### config.mk
export PLATFORM = sky130hd
export DESIGN_NAME = idle_gap_frame_receiver
export DESIGN_NICKNAME = d
export VERILOG_FILES = /design/src/rtl/igfr_pkg.sv /design/src/rtl/igfr_front.sv /design/src/rtl/igfr_frame_fifo.sv /design/src/rtl/igfr_back.sv /design/src/rtl/idle_gap_frame_receiver.sv
export SDC_FILE = /design/constraint.sdc
export NUM_CORES = 1
export LEC_CHECK = 0
export BUFFER_PORTS_ARGS = -buffer_cell sky130_fd_sc_hd__buf_2
export CAP_MARGIN = 25
export CORE_MARGIN = 5
export CORE_UTILIZATION = 55
export CTS_CLUSTER_SIZE = 25
export DETAILED_ROUTE_END_ITERATION = 12
export PLACE_DENSITY = 0.74
export SYNTH_ARGS = -nofsm -noshare
export SYNTH_HDL_FRONTEND = slang
export SYNTH_SLANG_ARGS = --single-unit
### constraint.sdc
create_clock -name clock -period 7.28 [get_ports clock]
set_input_delay 0 -clock clock [delete_from_list [all_inputs] [get_ports clock]]
set_output_delay 0 -clock clock [all_outputs]
set_load 0.03 [all_outputs]
### src/rtl/igfr_pkg.sv
// Shared types and constants of the idle gap frame receiver.
package igfr_pkg;

   localparam int FRAME_LEN = 9;
   localparam logic [7:0] HEAD_MARK = 8'hDF;
   localparam logic [7:0] TAIL_MARK = 8'hFD;
   localparam logic [7:0] IDLE_LIMIT_RESET = 8'd10;
   localparam logic [3:0] LAST_INDEX = 4'(FRAME_LEN - 1);

   typedef enum logic {
      OP_BYTE = 1'b0,
      OP_TICK = 1'b1
   } op_type;

   typedef logic [7:0] byte_type;
   typedef logic [3:0] index_type;
   typedef byte_type [FRAME_LEN-1:0] frame_type;

   typedef struct packed {
      logic      valid;
      frame_type frame;
   } frame_push_type;

endpackage

### src/rtl/igfr_front.sv
// Front end: byte capture, idle timer and frame check at timeout.
module igfr_front #(
   parameter int BUF_DEPTH = 32
) (
   input  logic                     clock,
   input  logic                     reset,
   input  logic                     accept,
   input  igfr_pkg::op_type         operation,
   input  igfr_pkg::byte_type       rx_byte,
   input  logic                     csr_wr_en,
   input  igfr_pkg::byte_type       csr_wr_data,
   output igfr_pkg::frame_push_type frame_push
);
   import igfr_pkg::*;

   localparam int PW = $clog2(BUF_DEPTH + 1);

   byte_type       store_ff [FRAME_LEN];
   byte_type       store_in [FRAME_LEN];
   logic [PW-1:0]  pos_ff, pos_in;
   byte_type       idle_ff, idle_in;
   logic           run_ff, run_in;
   byte_type       limit_ff;
   logic [9:0]     sum;
   logic           valid_frame;
   frame_type      snap;

   always_comb begin
      sum = 10'(store_ff[4]) + 10'(store_ff[5]) + 10'(store_ff[6]);
      valid_frame = (store_ff[0] == HEAD_MARK) && (store_ff[1] == HEAD_MARK) &&
                    (store_ff[8] == TAIL_MARK) && (sum == 10'(store_ff[7]));
      for (int k = 0; k < FRAME_LEN; k++) begin
         snap[k] = store_ff[k];
      end
   end

   always_comb begin
      store_in = store_ff;
      pos_in = pos_ff;
      idle_in = idle_ff;
      run_in = run_ff;
      frame_push.valid = 1'b0;
      frame_push.frame = snap;
      if (accept) begin
         if (operation == OP_BYTE) begin
            idle_in = '0;
            run_in = 1'b1;
            if (pos_ff >= PW'(BUF_DEPTH)) begin
               // wrap: buffer full, restart at entry 0
               store_in[0] = rx_byte;
               pos_in = PW'(1);
            end else begin
               // only the first frame-length entries are ever read back
               for (int k = 0; k < FRAME_LEN; k++) begin
                  if (pos_ff == PW'(k)) begin
                     store_in[k] = rx_byte;
                  end
               end
               pos_in = pos_ff + PW'(1);
            end
         end else if (run_ff) begin
            if (idle_ff < limit_ff) begin
               idle_in = idle_ff + 8'd1;
            end else begin
               if (valid_frame) begin
                  frame_push.valid = 1'b1;
                  for (int k = 0; k < FRAME_LEN; k++) begin
                     store_in[k] = '0;
                  end
               end
               idle_in = '0;
               pos_in = '0;
               run_in = 1'b0;
            end
         end
      end
   end

   always_ff @(posedge clock) begin
      if (reset) begin
         for (int k = 0; k < FRAME_LEN; k++) begin
            store_ff[k] <= '0;
         end
         pos_ff <= '0;
         idle_ff <= '0;
         run_ff <= 1'b1;
         limit_ff <= IDLE_LIMIT_RESET;
      end else begin
         store_ff <= store_in;
         pos_ff <= pos_in;
         idle_ff <= idle_in;
         run_ff <= run_in;
         if (csr_wr_en) begin
            limit_ff <= csr_wr_data;
         end
      end
   end

endmodule

### src/rtl/igfr_frame_fifo.sv
// Two-entry queue of checked frames between front and back end.
module igfr_frame_fifo (
   input  logic                     clock,
   input  logic                     reset,
   input  igfr_pkg::frame_push_type wr,
   input  logic                     rd_en,
   output igfr_pkg::frame_type      rd_frame,
   output logic                     empty,
   output logic                     full
);
   import igfr_pkg::*;

   frame_type  mem_ff [2];
   logic       wr_ptr_ff, rd_ptr_ff;
   logic [1:0] count_ff;
   logic       do_wr, do_rd;

   assign empty = (count_ff == 2'd0);
   assign full = (count_ff == 2'd2);
   assign do_wr = wr.valid && !full;
   assign do_rd = rd_en && !empty;
   assign rd_frame = mem_ff[rd_ptr_ff];

   always_ff @(posedge clock) begin
      if (do_wr) begin
         mem_ff[wr_ptr_ff] <= wr.frame;
      end
   end

   always_ff @(posedge clock) begin
      if (reset) begin
         wr_ptr_ff <= 1'b0;
         rd_ptr_ff <= 1'b0;
         count_ff <= '0;
      end else begin
         if (do_wr) begin
            wr_ptr_ff <= ~wr_ptr_ff;
         end
         if (do_rd) begin
            rd_ptr_ff <= ~rd_ptr_ff;
         end
         count_ff <= count_ff + 2'(do_wr) - 2'(do_rd);
      end
   end

endmodule

### src/rtl/igfr_back.sv
// Back end: serializes one queued frame into nine result words.
module igfr_back (
   input  logic                clock,
   input  logic                reset,
   input  logic                q_empty,
   input  igfr_pkg::frame_type q_frame,
   output logic                q_pop,
   input  logic                rsp_pop,
   output logic                rsp_empty,
   output igfr_pkg::byte_type  rsp_frame_byte,
   output igfr_pkg::index_type rsp_byte_index,
   output logic                rsp_last
);
   import igfr_pkg::*;

   byte_type  frame_ff [FRAME_LEN];
   index_type idx_ff, idx_in;
   logic      busy_ff, busy_in;
   logic      load;

   assign load = !busy_ff && !q_empty;
   assign q_pop = load;
   assign rsp_empty = !busy_ff;
   assign rsp_frame_byte = frame_ff[idx_ff];
   assign rsp_byte_index = idx_ff;
   assign rsp_last = (idx_ff == LAST_INDEX);

   always_comb begin
      idx_in = idx_ff;
      busy_in = busy_ff;
      if (load) begin
         idx_in = '0;
         busy_in = 1'b1;
      end else if (busy_ff && rsp_pop) begin
         if (idx_ff == LAST_INDEX) begin
            busy_in = 1'b0;
         end else begin
            idx_in = idx_ff + 4'd1;
         end
      end
   end

   always_ff @(posedge clock) begin
      if (load) begin
         for (int k = 0; k < FRAME_LEN; k++) begin
            frame_ff[k] <= q_frame[k];
         end
      end
   end

   always_ff @(posedge clock) begin
      if (reset) begin
         idx_ff <= '0;
         busy_ff <= 1'b0;
      end else begin
         idx_ff <= idx_in;
         busy_ff <= busy_in;
      end
   end

endmodule

### src/rtl/idle_gap_frame_receiver.sv
// Top level of the idle gap frame receiver.
// Usage:
//   Input queue (req_push/full): each word is a received byte (operation 0)
//   or an idle timer tick (operation 1). Bytes fill a buffer of BUF_DEPTH
//   positions; the tick that follows idle_limit counted ticks checks the
//   frame in entries 0..8 and, if it is valid, queues it for output.
//   Result queue (rsp_empty/rsp_pop): a valid frame comes out as nine words,
//   byte_index 0..8, last set on the ninth.
//   csr_wr_en/csr_wr_data write idle_limit; write only while idle.
//   The front end takes one word per cycle while full is low. A valid
//   frame is written into the queue, then loaded into the back end, and
//   each word goes out in the cycle it is popped; after the last word
//   the back end goes idle before it loads the next frame.
//   A two-frame queue sits between front and back; full rises only while it
//   holds two frames that the receiver has not started to pop.
//   Reset clears the buffer, sets idle_limit to 10 and arms the idle timer.
module idle_gap_frame_receiver #(
   parameter int BUF_DEPTH = 32
) (
   input  logic       clock,
   input  logic       reset,
   input  logic       req_push,
   output logic       full,
   input  logic       req_operation,
   input  logic [7:0] req_rx_byte,
   output logic       empty,
   input  logic       pop,
   output logic [7:0] rsp_frame_byte,
   output logic [3:0] rsp_byte_index,
   output logic       rsp_last,
   input  logic       csr_wr_en,
   input  logic [7:0] csr_wr_data
);
   import igfr_pkg::*;

   frame_push_type push_bus;
   frame_type      q_frame;
   logic           q_empty, q_full, q_pop;
   logic           accept;

   assign full = q_full;
   assign accept = req_push && !q_full;

   igfr_front #(.BUF_DEPTH(BUF_DEPTH)) u_front (
      .clock      (clock),
      .reset      (reset),
      .accept     (accept),
      .operation  (op_type'(req_operation)),
      .rx_byte    (req_rx_byte),
      .csr_wr_en  (csr_wr_en),
      .csr_wr_data(csr_wr_data),
      .frame_push (push_bus)
   );

   igfr_frame_fifo u_fifo (
      .clock   (clock),
      .reset   (reset),
      .wr      (push_bus),
      .rd_en   (q_pop),
      .rd_frame(q_frame),
      .empty   (q_empty),
      .full    (q_full)
   );

   igfr_back u_back (
      .clock         (clock),
      .reset         (reset),
      .q_empty       (q_empty),
      .q_frame       (q_frame),
      .q_pop         (q_pop),
      .rsp_pop       (pop),
      .rsp_empty     (empty),
      .rsp_frame_byte(rsp_frame_byte),
      .rsp_byte_index(rsp_byte_index),
      .rsp_last      (rsp_last)
   );

endmodule
# == After elaboration in Yosys (flattened, before gate mapping) ==
# Memories as Yosys holds them, arrays and structs flattened. A register that Yosys moved wholly into a read port is not among the register bits.
# Index checks and enable logic that the tools add are counted.
# word_totals
regBits,104
out_inout_bits,15
input_bits,22
ramBits,216
memories,2
# mem_list
memory,depth,word_bits,read_ports,rd_ports_with_merged_regs,write_ports,line_no,text
u_fifo.mem_ff,2,72,1,1,1,igfr_frame_fifo.sv:13,frame_type mem_ff [2];
u_back.frame_ff,9,8,1,1,9,igfr_back.sv:16,byte_type frame_ff [FRAME_LEN];
# classes
n_bitwise,3
muxes,41
add_sub_neg,7
order_cmp,2
eq_ne,18
n_reduce_logical,38
# op_table
operator,count
72-bit two-way mux,4
8-bit two-way mux,13
64-bit two-way mux,1
6-bit AND reduction,8
"6-bit by 3-bit == test with 1-bit output, second input constant",4
"8-bit == test, second input constant",3
6-bit two-way mux,4
2-bit nonzero test,10
1-bit two-way mux,17
"6-bit by 2-bit == test with 1-bit output, second input constant",2
10-bit by 8-bit adder with 10-bit output,1
10-bit by 8-bit == test with 1-bit output,1
8-bit by 8-bit adder with 9-bit output,1
"8-bit by 1-bit adder with 8-bit output, second input constant",1
1-bit logical AND,8
8-bit less-than comparator,1
4-bit two-way mux,2
"6-bit by 1-bit adder with 6-bit output, second input constant",1
"6-bit by 1-bit == test with 1-bit output, second input constant",1
"6-bit by 4-bit == test with 1-bit output, second input constant",1
"6-bit >= comparator, second input constant",1
6-bit logical NOT,1
2-bit AND reduction,3
5-bit AND reduction,1
13 further kinds,19

# == Depth between registers and ports, before layout ==
# logic_depth
depth_word,12
ltp_mapped,19
ltp_nobuf,18

# == Hierarchy ==
# From an unflattened synthesis, not the netlist that was laid out.
# hier_totals
hier_cells,1171
area_unflattened_um2,14383.8
# modules_own_cells
module,cells_each,seq_area_each_um2,n_inst,area_each_um2
igfr_front,731,1901.8,1,5801.8
igfr_frame_fifo,251,4424.2,1,5408.9
igfr_back,188,2342.2,1,3159.3
idle_gap_frame_receiver,1,0.0,1,13.8

# == Worst setup path before layout ==
# OpenSTA, ideal clock, no wires.
# synth_timing
path_type,register to register
start,"register u_front.store_ff, in the netlist u_front.frame_push[32]"
end,memory u_fifo.mem_ff[0][0] (netlist bit) (enable)
setup_slack_ps,509
stages_incl_launch_ff,17
period_less_slack_ps,6771
setup_ps,511
arrival_time_ps,6260
cell_sequence,dfxtp_1 -> ha_1 -> inv_1 -> fa_1 -> nor2b_1 -> o21ai_1 -> nor2b_1 -> xnor2_1 -> ha_1 -> clkbuf_1 -> a21o_1 -> a311o_1 -> a21oi_1 -> o211a_1 -> o21a_1 -> o2111a_1 -> nor2b_1
# synth_between
elab_chain_len,12
# synth_lines
element,line_no,text
"start, declared",igfr_front.sv:18,byte_type store_ff [FRAME_LEN];
"start signal, assigned",igfr_front.sv:89,store_ff <= store_in;
8-bit by 8-bit adder with 9-bit output,igfr_front.sv:29,sum = 10'(store_ff[4]) + 10'(store_ff[5]) + 10'(store_ff[6]);
10-bit by 8-bit adder with 10-bit output,igfr_front.sv:29,
10-bit by 8-bit == test with 1-bit output,igfr_front.sv:31,(store_ff[8] == TAIL_MARK) && (sum == 10'(store_ff[7]));
1-bit logical AND,igfr_front.sv:31,
1-bit two-way mux,igfr_front.sv:65,if (valid_frame) begin
1-bit two-way mux,igfr_front.sv:62,if (idle_ff < limit_ff) begin
1-bit two-way mux,igfr_front.sv:61,end else if (run_ff) begin
1-bit two-way mux,igfr_front.sv:45,if (operation == OP_BYTE) begin
1-bit two-way mux,igfr_front.sv:44,if (accept) begin
1-bit logical AND,igfr_frame_fifo.sv:20,assign do_wr = wr.valid && !full;
1-bit two-way mux,igfr_frame_fifo.sv:25,if (do_wr) begin
1-bit two-way mux (implied by the code),igfr_frame_fifo.sv:26,mem_ff[wr_ptr_ff] <= wr.frame;
"end, declared",igfr_frame_fifo.sv:13,
# No other way between the ends.

# == Worst setup path in the final report ==
# layout_timing
start,"register u_front.store_ff, in the netlist u_front.frame_push[41]"
end,"register u_front.store_ff, in the netlist u_front.frame_push[9]"
# layout_between
elab_chain_len,6
# layout_lines
element,line_no
8-bit by 8-bit adder with 9-bit output,igfr_front.sv:29
10-bit by 8-bit adder with 10-bit output,igfr_front.sv:29
10-bit by 8-bit == test with 1-bit output,igfr_front.sv:31
1-bit logical AND,igfr_front.sv:31
2-bit by 1-bit != test with 1-bit output (no line),--
6-bit AND reduction (no line),--
# No other way between the ends.
# A chain may end at the register's enable or synchronous reset.

==> results.ini <==
[status]
status = finished, final reports clean

[setup_path]
crit_path_end_kind = flop
crit_type = reg -> reg
critical_path_arrival_ns = 5.29
cp_data_required_time_ns = 7.68
crit_fanout = 54
critPathLaunchType = flop

[sta]
layout_min_cycle_time_ns = 4.89
rsz0062_at_grt = false
finalCritPeriodShare_pct = 67.2
finalHoldViolCount = 0
maxSlewViolCount = 0
tightest_slew_ns = 1.11
finalSetupViolations = 0
finalWorstSetupSlack_ns = 2.39
fin_skew_ns = 0.0195
slew_headroom_pct = 24.8
fmax_ghz = 0.205
setup_tns_ns = 0

[cells_and_area]
antenna_cells = 0
num-fill-cells = 1791
seqCellArea_um2 = 8670
drive_gt1_share_pct = 16.1
nNetsFinal = 1155
layout.cells.non_filler = 1447
areaGrowthSynthToFinish_pct = 13.0
final_common_cell = edfxtp_1
final_core_util_pct = 63.1
layout_common_cells = edfxtp_1 (216), a21oi_1 (141), dfxtp_1 (108)
multi_input_area_um2 = 4620

[floorplan]
initial_core_util_pct = 55.9
core_area_um2 = 24300
fp-row-count = 57
die_h_um = 167
dieArea_um2 = 27900
ioPinCount = 37
die_w_um = 167

[grt]
grt_pass1_vias = 8498
antenna_found_initial = 0
grt_overflow = 0
grt_pass1_wl_um = 48300
track_usage_pct = 21.8
grt_start_max_net_pins = 73

[routing]
post_drt_wl_per_cell_um = 21.2
vias = 8701
totalWireLength_um = 30700
drtPass1Iterations = 5
routed_via_density = 6.01
ant_nets = 0
dr.first_iter.drc_count = 812
drc = 0

[synth]
synth_area_leaders = edfxtp_1 (48%), dfxtp_1 (16%), mux2_2 (6.0%), a21oi_1 (5.2%), ha_1 (2.9%)
syn_inst = 1049
synthMuxAreaShare_pct = 10.0
dominantRegCellSynth = edfxtp_1
synth_xor_area_share_pct = 1.80
synth_compound_area_share_pct = 11.8
yosys.area.top_type = edfxtp_1
ys_seq_area_share_pct = 63.8
syn_avg_cell_area_um2 = 13.0
ys_ff_latch = 325
syn_nets = 1105
synthSimpleGateAreaFrac_pct = 6.99
netlist_area_um2 = 13600
synthDistinctLibCells = 52
yosys_warnings = 0
synth_top_area_share_pct = 47.7
async_flop_share_pct = 0
synth-edff-count = 216
yosys.area_share.adder_pct = 3.24
synth_top_family_by_area = compound AO/OA/AOI/OAI gates

[pwr]
powerDensity_nw_per_um2 = 239
p_total_mw = 3.68
irDropWorstVdd_mv = 0.186
power_leakage_nw = 5.43

[clock_tree]
clock_path_buffers = 3
cts-resized-gates = 0
tritoncts = yes
clock_tree.root_cell = clkbuf_16
htreeDepth = 1
clk_latency_ns = 0.56
cts_sinks = 325
cts_buffers = 31
clkTransAtPathRegs_ns = 0.06

[min_path]
hold_path.class = in -> reg

[run]
drv_cap = 0

[placement]
gp_congestion = 0.894
pre_cts_ws_ns = 2.49
hpwl_um = 19700
numPortBuffers = 36
dpl.cell_count = 1361

[metal layers]
| metal | share of wire [%] | vias to the layer above | wire, um | global-route usage, % |
|---|---|---|---|---|
| li1 | - | 4058 | - | - |
| met1 | 45 | 4303 | 13700 | 31.9 |
| met2 | 47 | 292 | 14300 | 34.5 |
| met3 | 6.8 | 48 | 2080 | 3.84 |
| met4 | 1.9 | 0 | 577 | 4.90 |
| met5 | 0 | - | 0 | 0 |
[worst paths after layout]
kind	startpoint	endpoint	slack, ns	cells past startpoint
setup / recovery	u_front.frame_push[41]	u_front.frame_push[9]	2.39	16
hold / removal	req_operation	u_fifo.wr_ptr_ff	0.03	4
setup reg to reg	u_front.frame_push[41]	u_front.frame_push[9]	2.39	16
hold reg to reg	u_front.frame_push[31]	u_fifo.mem_ff[0][31]	0.48	0
[cell families (layout without fill, tap and decap cells)]
family                     count (synthesis)  after routing
muxes                                    107            107
and+or+nand+nor                          203            203
xor gates and xnor gates                  28             28
DFF                                      325            325
AOI/OAI and AO/OA                        271            271
adders and majority gates                 34             34
buffers and inverters                     81            155
[worst max-delay path: stages, from the launching register on]
cell and delay (ns):
dfxtp_1 0.39, ha_1 0.25, a21o_1 0.18, a21oi_1 0.23, o21bai_1 0.09, a21oi_1 0.21, o21ai_0 0.16, xor2_1 0.16
ha_1 0.20, nand4b_1 0.16, or4_1 0.41, nor4_1 0.38, nand4_1 0.16, o21a_1 0.24, a311oi_4 0.71, buf_4 0.63
a21oi_1 0.16
[registers in the layout, indices dropped and copies added (netlist names), named ones only]
register	count
u_fifo.mem_ff	144
u_back.frame_ff	72
u_front.frame_push	72
u_front.idle_ff	8
u_front.limit_ff	8
u_front.pos_ff	6
u_back.rsp_byte_index	4
u_fifo.count_ff	2
u_back.busy_ff	1
u_fifo.rd_ptr_ff	1
u_fifo.wr_ptr_ff	1
u_front.run_ff	1
[where the power goes]
group / switching [mW] / leakage, nW / total [mW] / internal (mW)
sequential: 0.00911 / 2.94 / 1.96 / 1.95
combinational: 0.0704 / 2.01 / 0.108 / 0.0380
clock: 0.663 / 0.487 / 1.61 / 0.942
[synthesized netlist by cell type (2+ instances only)]
library cell	n
buf_2	5
o21ai_0	36
and3_1	6
nand3_1	11
o21a_1	4
o211ai_1	3
or3_1	2
mux2_2	73
nor4b_1	2
and2_1	4
o21ai_1	5
xor2_1	11
a311o_1	2
a21o_1	13
o31ai_1	2
edfxtp_1	216
nor3_1	3
mux2i_1	18
xnor2_1	17
dfxtp_1	109
fa_1	2
nor4_1	5
or4_1	5
clkbuf_1	41
nand4_1	11
o211a_1	2
nand2b_1	4
ha_1	32
a2111oi_0	2
buf_1	7
nand4b_1	6
nor2_1	78
inv_1	26
nor2b_1	5
a211oi_1	49
a21oi_1	141
a31oi_1	3
mux4_2	16
buf_4	2
nand2_1	58
[timing repair]
action                    CTS  global route
setup buffers               0             0
hold endpoints to repair   65             0
hold buffers               27             0
[metrics by stage]
stage | hold WS [ns] | area, um2
floorplan | 0.130 | 13600
global placement | 0.231 | 14000
detailed placement | 0.221 | 14000
CTS | 0.0165 | 15300
global route | 0.0658 | 15400
finish | 0.0299 | 15400
[layout make-up]
type / instances / area share, %
Timing Repair Buffer: 72 / 3.54
Multi-Input combinational cell: 643 / 30.1
Clock inverter: 10 / 0.823
Sequential cell: 325 / 56.5
Clock buffer: 47 / 5.78
Tap cell: 324 / 2.64
Inverter: 26 / 0.636
Power figures use the tool's default switching activity.
